File: src/tree_lca_parent_table_macros.svh
// assertion macros shared by the node table engine
`ifndef TREE_LCA_PARENT_TABLE_MACROS_SVH
`define TREE_LCA_PARENT_TABLE_MACROS_SVH

// same-cycle implication, checked out of reset
`define LCA_ASSERT_NOW(lbl, ante, cons, msg) \
    lbl: assert property (@(posedge i_clk) disable iff (!i_rst_n) (ante) |-> (cons)) \
        else $error(msg);

// next-cycle implication, checked out of reset
`define LCA_ASSERT_NEXT(lbl, ante, cons, msg) \
    lbl: assert property (@(posedge i_clk) disable iff (!i_rst_n) (ante) |=> (cons)) \
        else $error(msg);

`endif

File: src/tlca_pkg.sv
// types and constants for the node table common-ancestor engine
`timescale 1ns / 1ps

package tlca_pkg;

    localparam int ID_BITS    = 16;
    localparam int DEPTH_BITS = 8;
    localparam int STEP_BITS  = DEPTH_BITS + 2;
    localparam int STEP_LIMIT = 2 << DEPTH_BITS;

    typedef logic [ID_BITS-1:0]    t_id;
    typedef logic [DEPTH_BITS-1:0] t_dep;
    typedef logic [STEP_BITS-1:0]  t_steps;

    typedef enum logic [1:0] {
        FN_WRITE  = 2'd0,
        FN_COMMON = 2'd1,
        FN_ISANC  = 2'd2,
        FN_HAS    = 2'd3
    } t_func;

    typedef enum logic [1:0] {
        ST_OK      = 2'd0,
        ST_UNKNOWN = 2'd1,
        ST_NOROOT  = 2'd2
    } t_status;

    typedef struct packed {
        t_func       func;
        logic [15:0] node_a;
        logic [15:0] node_b;
        logic [7:0]  depth_in;
    } t_in;

    typedef struct packed {
        logic [15:0] ancestor_id;
        logic        flag;
        t_status     status;
    } t_out;

    typedef struct packed {
        logic valid;
        t_dep depth;
        t_id  parent;
    } t_entry;

    typedef enum logic [2:0] {
        ADR_IN,
        ADR_IDB,
        ADR_PA,
        ADR_PB
    } t_addr_sel;

    // controller to datapath
    typedef struct packed {
        logic      clear;
        logic      accept;
        t_addr_sel addr_sel;
        logic      upd_a;
        logic      mov_a;
        logic      upd_b;
        logic      mov_b;
        logic      step;
        logic      finish;
        t_status   fin_status;
    } t_ctl;

    // datapath to controller
    typedef struct packed {
        t_func func;
        logic  rd_valid;
        logic  a_gt_b;
        logic  b_gt_a;
        logic  ids_eq;
        logic  both_root;
        logic  step_max;
        logic  clr_last;
    } t_sts;

endpackage

File: src/tlca_ctrl.sv
// sequencer for table clearing, entry checks and parent walks
`timescale 1ns / 1ps

module tlca_ctrl (
    input  logic            i_clk,
    input  logic            i_rst_n,
    input  logic            i_start,
    input  tlca_pkg::t_func i_func,
    input  tlca_pkg::t_sts  i_sts,
    output tlca_pkg::t_ctl  o_ctl,
    output logic            o_busy,
    output logic            o_strobe
);

    typedef enum logic [3:0] {
        S_CLEAR,
        S_IDLE,
        S_LDA,
        S_RDB,
        S_LDB,
        S_LIFTA,
        S_LIFTB,
        S_JOIN,
        S_CLA,
        S_UPA,
        S_CLB,
        S_UPB
    } t_state;

    t_state r_state, n_state;
    logic   r_done, n_done;
    logic   r_joint, n_joint;
    tlca_pkg::t_ctl ctl;

    always_comb begin
        n_state = r_state;
        n_done  = 1'b0;
        n_joint = r_joint;
        ctl     = '0;
        ctl.addr_sel   = tlca_pkg::ADR_IN;
        ctl.fin_status = tlca_pkg::ST_OK;
        case (r_state)
            S_CLEAR: begin
                ctl.clear = 1'b1;
                if (i_sts.clr_last) begin
                    n_state = S_IDLE;
                end
            end
            S_IDLE: begin
                if (i_start) begin
                    ctl.accept = 1'b1;
                    n_joint    = 1'b0;
                    if (i_func != tlca_pkg::FN_WRITE) begin
                        n_state = S_LDA;
                    end
                end
            end
            S_LDA: begin
                ctl.upd_a = 1'b1;
                if (i_sts.func == tlca_pkg::FN_HAS) begin
                    ctl.finish = 1'b1;
                end else if (!i_sts.rd_valid) begin
                    ctl.finish     = 1'b1;
                    ctl.fin_status = tlca_pkg::ST_UNKNOWN;
                end else begin
                    n_state = S_RDB;
                end
            end
            S_RDB: begin
                ctl.addr_sel = tlca_pkg::ADR_IDB;
                n_state      = S_LDB;
            end
            S_LDB: begin
                ctl.upd_b = 1'b1;
                if (!i_sts.rd_valid) begin
                    ctl.finish     = 1'b1;
                    ctl.fin_status = tlca_pkg::ST_UNKNOWN;
                end else if (i_sts.func == tlca_pkg::FN_COMMON) begin
                    n_state = S_LIFTA;
                end else begin
                    n_state = S_LIFTB;
                end
            end
            S_LIFTA: begin
                n_state = i_sts.a_gt_b ? S_CLA : S_LIFTB;
            end
            S_LIFTB: begin
                if (i_sts.b_gt_a) begin
                    n_state = S_CLB;
                end else if (i_sts.func == tlca_pkg::FN_COMMON) begin
                    n_state = S_JOIN;
                end else begin
                    ctl.finish = 1'b1;
                end
            end
            S_JOIN: begin
                if (i_sts.ids_eq) begin
                    ctl.finish = 1'b1;
                end else if (i_sts.both_root) begin
                    ctl.finish     = 1'b1;
                    ctl.fin_status = tlca_pkg::ST_NOROOT;
                end else begin
                    n_joint = 1'b1;
                    n_state = S_CLA;
                end
            end
            S_CLA: begin
                if (i_sts.step_max) begin
                    ctl.finish     = 1'b1;
                    ctl.fin_status = tlca_pkg::ST_NOROOT;
                end else begin
                    ctl.step     = 1'b1;
                    ctl.addr_sel = tlca_pkg::ADR_PA;
                    n_state      = S_UPA;
                end
            end
            S_UPA: begin
                if (!i_sts.rd_valid) begin
                    ctl.finish     = 1'b1;
                    ctl.fin_status = tlca_pkg::ST_UNKNOWN;
                end else begin
                    ctl.upd_a = 1'b1;
                    ctl.mov_a = 1'b1;
                    n_state   = r_joint ? S_CLB : S_LIFTA;
                end
            end
            S_CLB: begin
                if (i_sts.step_max) begin
                    ctl.finish     = 1'b1;
                    ctl.fin_status = tlca_pkg::ST_NOROOT;
                end else begin
                    ctl.step     = 1'b1;
                    ctl.addr_sel = tlca_pkg::ADR_PB;
                    n_state      = S_UPB;
                end
            end
            S_UPB: begin
                if (!i_sts.rd_valid) begin
                    ctl.finish     = 1'b1;
                    ctl.fin_status = tlca_pkg::ST_UNKNOWN;
                end else begin
                    ctl.upd_b = 1'b1;
                    ctl.mov_b = 1'b1;
                    n_state   = r_joint ? S_JOIN : S_LIFTB;
                end
            end
            default: begin
                n_state = S_IDLE;
            end
        endcase
        if (ctl.finish) begin
            n_state = S_IDLE;
            n_done  = 1'b1;
        end
    end

    always_ff @(posedge i_clk) begin
        if (!i_rst_n) begin
            r_state <= S_CLEAR;
            r_done  <= 1'b0;
            r_joint <= 1'b0;
        end else begin
            r_state <= n_state;
            r_done  <= n_done;
            r_joint <= n_joint;
        end
    end

    assign o_ctl    = ctl;
    assign o_busy   = (r_state != S_IDLE);
    assign o_strobe = r_done;

endmodule

File: config.mk
export PLATFORM = sky130hd
export DESIGN_NAME = tlca_ctrl
export DESIGN_NICKNAME = d
export VERILOG_FILES = /design/src/tree_lca_parent_table_macros.svh /design/src/tlca_pkg.sv /design/src/tlca_ctrl.sv
export SDC_FILE = /design/constraint.sdc
export NUM_CORES = 1
export LEC_CHECK = 0
export BUFFER_PORTS_ARGS = -buffer_cell sky130_fd_sc_hd__buf_4
export CAP_MARGIN = 20
export CORE_UTILIZATION = 42
export DETAILED_ROUTE_END_ITERATION = 6
export HOLD_SLACK_MARGIN = 0.15
export PLACE_DENSITY_LB_ADDON = 0.2
export SYNTH_ARGS = -nofsm -noshare
export SYNTH_HDL_FRONTEND = slang
export SYNTH_SLANG_ARGS = --single-unit
File: constraint.sdc
create_clock -name i_clk -period 1.3 [get_ports i_clk]
set_input_delay 0 -clock i_clk [delete_from_list [all_inputs] [get_ports i_clk]]
set_output_delay 0 -clock i_clk [all_outputs]
set_load 0.03 [all_outputs]
==> results.txt, run 1 <==
status: complete, but fails checks
failing checks: negative setup slack
core area: 1520 um2
endpoints failing setup: 19
HP Class: in2reg
post-detail-place hpwl: 1.75 mm
H-Tree Depth: 1
# DRC: 0
GPL Wtd Cong: 0.863
global-route wire length before repair: 4.80 mm
Power Total: 2.64 mW
Sw Ratio: 0.490
Placed Instances: 154
Non-Filler Instances: 170
ratio of cells with drive above 1 in the final layout: 0.695
# rows: 14
via count: 1,154
Mapped Cells: 94
crit-path max FO: 13
Peak VDD IR: 1.36 mV
Req. time, crit path: 1.30 ns
Initial Utilization: 0.457
syn nets: 108
I/O Pins: 29
WL/cell: 24.3 um
latest clock arrival within the worst-skew pair: 0.26 ns
overall routed net length: 4.13 mm
Crit path arrival time: 1.72 ns
post-synthesis average cell area: 7.41 um2
Clock Pin Slew Worst Setup and Hold Paths: 0.05 ns
top cell type's share of synthesized area: 0.172
Crit Path Class: reg2out
synth warn: 0
initial antenna violation count: 0
clock root buffer: clkbuf_4
vias in the first global route: 1,028
PortBufs: 27
PD cells: 1840 nW/um2
Seq pwr share: 0.132
initial DRC count: 66
final hold violation count: 0
Num CTS Buffers: 3
Seq/Total Area, Yosys: 0.172
final net count: 170
Chip Width: 42.7 um
EDFF count, synth: 0
Comb pwr share: 0.794
internal power: 1.35 mW
RSZ-0062 raised after global routing: true
Synth Flop Type: dfxtp_1
Layout fillers: 41
Slew HR: 0.598
Area growth syn-to-layout: 106%
Die Area: 1830 um2
antenna violation net count after detailed routing: 0
CP Capture Type: output port
worst-case clock buffer depth: 2
synthesized flop and latch total: 6
Antenna Diode Count: 0
Clock Power Share: 0.074
leakage: 0.600 nW
Slew @ Worst Pin: 0.594 ns
post-layout min period: 1.72 ns
aggregate global routing overflow: 0
highest clock rate: 582 MHz
FF+latch area: 135 um2
CTS tree: built
largest net degree at the start of global routing: 15
clock sinks: 6
Layout Utilization: 0.944
Synth async-reset ratio: 0
max-cap violations: 0
Final period util: 1.32
Synth area leaders: dfxtp_1 17%, nor2_1 7.0%, a41oi_4 3.9%
post-synthesis cell area: 697 um2
largest area contributor in the netlist: dfxtp_1
Netlist cell types: 40
overall die height: 42.7 um
Total GRT Usage: 0.349
clk_skew: 0.000944 ns
drt pass-1 iters: 5
Multi-input gate area: 664 um2
fin. max-slew vios: 0
setup ws final: -0.419 ns
Vias/cell: 6.79
CP startpoint kind: flop
Psw: 1.30 mW
## final timing paths
path / to / cells past startpoint / slack [ns] / from
setup / recovery: o_ctl[2] / 4 / -0.42 / r_state[2]
hold / removal: r_state[3] / 3 / 0.19 / i_sts[4]
setup reg to reg: r_state[0] / 6 / -0.36 / r_state[3]
hold reg to reg: r_state[3] / 3 / 0.78 / r_state[2]
## timing repair
item,in CTS,in global routing
hold buffers,2,0
buffers inserted,7,5
cloned,0,0
hold endpoints to repair,6,0
endpoints found under the setup margin,18,19
pin swaps,7,11
gates resized for setup,30,35
## cell type report
class / instances / area share
inverters: 5 / 0.0148
multi-input cells: 74 / 0.462
clock buffers: 3 / 0.0157
repair buffers: 66 / 0.400
flip-flops and latches: 6 / 0.0939
well taps: 16 / 0.0139
## registers in the layout, indices dropped and copies added, names as in the netlist
signal / cells
o_strobe: 1
r_state: 4
r_joint: 1
## cells in the mapped netlist, types with 2 or more instances
library cell,instances
nor2_1,13
dfxtp_1,6
a21oi_1,5
inv_1,5
nand2_1,5
nand3_1,5
a31oi_1,4
buf_2,4
nor2b_1,4
buf_4,3
nor3_1,3
o21a_1,3
o21ai_1,3
a22oi_1,2
a32oi_1,2
buf_6,2
o21ai_0,2
## cells in the final DEF (no fill, tap or decap), types with 3 or more instances in the layout
cell type   n
buf_4      44
a31oi_1     3
nor2_2      4
nor2b_1     4
nand2_1     3
o21a_1      3
nor2_4      4
dfxtp_4     4
buf_6      20
nand3_1     3
clkbuf_4    3
inv_1       4
nor2_1      5
o21ai_2     3
## power by group through the flow
stage               sequential (mW)  combinational [mW]  clock [mW]
floorplan                     0.279               0.851           0
global placement              0.309                1.33           0
detailed placement            0.310                1.35           0
CTS                           0.326                1.61       0.170
global route                  0.353                2.17       0.206
finish                        0.348                2.10       0.196
## worst max-delay path, cell delays in order, from the launching register on
cell and delay, ns:
dfxtp_4 0.44, nor4b_1 0.53, o21ai_2 0.18, o211ai_4 0.14, buf_6 0.17
## cell families (layout without fill, tap and decap cells)
kind of cell           after synthesis  in the layout  share of synthesized area
AND/OR/NAND/NOR                     41             41                      0.336
AO/OA/AOI/OAI                       30             30                      0.339
buffers and inverters               14             74                      0.120
flip-flops                           6              6                      0.172
other                                1              1                    0.00538
XOR/XNOR                             1              1                     0.0126
multiplexers                         1              1                     0.0144
## metal layers
metal  track usage  share of wire  vias to the layer above
met5             0              0                        -
li1              -              -                      464
met2         0.612           0.48                      111
met4        0.0938          0.065                        0
met3        0.0596          0.092                       41
met1         0.433           0.37                      538
## per-stage QoR
step	area, um2	setup WS [ns]	setup TNS [ns]	hold WS [ns]
2_1_floorplan	719	-0.264	-0.468	0.0639
3_3_place_gp	1070	-0.213	-1.00	0.223
3_5_place_dp	1070	-0.232	-1.49	0.228
4_1_cts	1280	-0.186	-1.58	0.192
5_1_grt	1440	-0.734	-5.84	0.189
6_report	1440	-0.419	-3.66	0.185
Note: power is estimated with default switching activity, not from simulation.
==> run 2: changes to the inputs <==
--- a/config.mk
+++ b/config.mk
@@ -10,7 +10,8 @@
 export CORE_UTILIZATION = 42
 export DETAILED_ROUTE_END_ITERATION = 6
 export HOLD_SLACK_MARGIN = 0.15
-export PLACE_DENSITY_LB_ADDON = 0.2
+export PLACE_DENSITY = 0.84
+export SLEW_MARGIN = 20
 export SYNTH_ARGS = -nofsm -noshare
 export SYNTH_HDL_FRONTEND = slang
 export SYNTH_SLANG_ARGS = --single-unit
==> results.txt, run 2 (same netlist as run 1, synthesis figures left out) <==
status: complete, but fails checks
failing checks: negative setup slack
Psw: 1.07 mW (-18%)
Area growth syn-to-layout: 94.6%
post-layout min period: 1.53 ns (-0.194 ns)
Layout Utilization: 0.890 (-0.0542)
endpoints failing setup: 16 (-3)
CP cell instances: and4bb_4 > a41oi_4 > buf_4 > a21oi_1 > a31oi_1 > o21a_1
Final period util: 1.17 (-0.149)
max-cap violations: 0 (unchanged)
PD cells: 1680 nW/um2 (-8.4%)
core area: 1520 um2 (unchanged)
Clock Pin Slew Worst Setup and Hold Paths: 0.05 ns (about the same)
setup ws final: -0.225 ns (+0.194 ns)
reg2reg setup slack: -0.23 ns (+0.13 ns)
largest register by flop count: r_state
largest net degree at the start of global routing: 13 (-2)
overall die height: 42.7 um (unchanged)
Chip Width: 42.7 um (unchanged)
Comb pwr share: 0.776 (-0.018)
clock root buffer: clkbuf_4
Non-Filler Instances: 165 (-2.9%)
CP Capture Type: flop
leakage: 0.562 nW (-6.3%)
final hold violation count: 0 (unchanged)
global-route wire length before repair: 4.23 mm (-12%)
Sw Ratio: 0.467 (-0.0237)
vias in the first global route: 926 (-9.9%)
# rows: 14 (unchanged)
fin. max-slew vios: 0 (unchanged)
RSZ-0062 raised after global routing: true
Peak VDD IR: 1.04 mV (-23%)
I/O Pins: 29 (unchanged)
slowest stage cell, crit path: dfxtp_4
post-detail-place hpwl: 1.79 mm (+2.7%)
crit-path max FO: 7 (-6)
worst-case clock buffer depth: 2 (unchanged)
final net count: 165 (-2.9%)
PortBufs: 27 (unchanged)
slowest stage delay, CP: 0.41 ns (-0.12 ns)
highest clock rate: 656 MHz (+13%)
H-Tree Depth: 1 (unchanged)
Seq pwr share: 0.143 (+0.011)
drt pass-1 iters: 7 (+2)
pre-CTS setup slack: -0.198 ns (+0.0342 ns)
aggregate global routing overflow: 0 (unchanged)
latest clock arrival within the worst-skew pair: 0.24 ns (-0.02 ns)
R2R depth: 6 (unchanged)
Placed Instances: 152 (-1.3%)
# DRC: 0 (unchanged)
clock sinks: 6 (unchanged)
overall routed net length: 3.16 mm (-23%)
initial DRC count: 47 (-29%)
R2R Path End: r_state[0]
Layout fillers: 82 (+100%)
Vias/cell: 6.31 (-7.1%)
Crit path arrival time: 1.71 ns (about the same)
clk_skew: 0.000948 ns (+0.00000411 ns)
Num CTS Buffers: 3 (unchanged)
Crit Path Class: reg2reg
FF-to-FF Start: r_state[0]
Initial Utilization: 0.457 (unchanged)
most frequent cells in the layout: 40 x buf_4, 19 x buf_6, 5 x nor2_4, 5 x nor2_1
Clock Power Share: 0.081 (+0.007)
max reg flops: 4 (unchanged)
HP Class: in2reg
Die Area: 1830 um2 (unchanged)
antenna violation net count after detailed routing: 0 (unchanged)
GPL Wtd Cong: 0.924 (+7.1%)
Fin Hold WS: 0.190 ns (+0.00472 ns)
commonest non-fill, non-tap cell in the layout: buf_4
ratio of cells with drive above 1 in the final layout: 0.638 (-0.0572)
Total GRT Usage: 0.306 (-0.0422)
initial antenna violation count: 0 (unchanged)
CTS tree: built
Antenna Diode Count: 0 (unchanged)
internal power: 1.22 mW (-9.7%)
Req. time, crit path: 1.48 ns (+0.18 ns)
via count: 1,041 (-9.8%)
CP startpoint kind: flop
WL/cell: 19.2 um (-21%)
setup TNS: -2.16 ns (+1.49 ns)
crit path launch: r_state[0]
Setup crit end: r_state[0]
[run 2: layer usage]
metal	up-vias	routed length, um	GRT usage
met2	79	1580	0.524
li1	456	-	-
met5	-	0	0
met3	19	278	0.0468
met1	487	1190	0.398
met4	0	123	0.0750
[run 2: worst min path at each step]
stage | start | endpoint | depth (start not counted)
2_1_floorplan | i_sts[6] | o_ctl[0] | 1
3_3_place_gp | i_rst_n | r_state[0] | 2
3_5_place_dp | i_rst_n | r_state[0] | 2
4_1_cts | i_sts[2] | r_state[3] | 4
5_1_grt | i_sts[2] | r_state[3] | 4
6_report | i_sts[2] | r_state[3] | 4
[run 2: power groups by stage]
stage / Combinational (mW) / Clock [mW] / Sequential (mW)
after floorplan: 0.851 / 0 / 0.279
after global placement: 1.34 / 0 / 0.293
after detailed placement: 1.38 / 0 / 0.300
after CTS: 1.50 / 0.174 / 0.306
after global routing: 1.86 / 0.194 / 0.334
final: 1.77 / 0.185 / 0.326
[run 2: layout make-up]
class / count / area, um2 / area share
multi-input combinational: 74 / 623 / 0.459
timing repair buffer: 61 / 534 / 0.394
sequential: 6 / 135 / 0.0996
clock buffer: 3 / 22.5 / 0.0166
inverter: 5 / 21.3 / 0.0157
tap: 16 / 20.0 / 0.0148
[run 2: through the flow]
stage | cell area [um2] | total power, mW
CTS | 1230 | 1.98
global placement | 1050 | 1.63
global route | 1360 | 2.39
detailed placement | 1050 | 1.68
finish | 1360 | 2.28
floorplan | 719 | 1.13
[run 2: what timing repair did]
action                     4_1_cts  5_1_grt
setup buffers                    6        2
setup endpoints to repair       19       19
resized for setup               25       30
cloned                           0        0
hold endpoints to repair         6        0
pin swaps                        5        7
hold buffers                     2        0
[run 2: critical path: cells and delay by family, from the launching register on]
family | cells | cell delay, ns
AOI/OAI and AO/OA | 4 | 0.62
DFF | 1 | 0.41
and+or+nand+nor | 1 | 0.25
buffers and inverters | 1 | 0.17
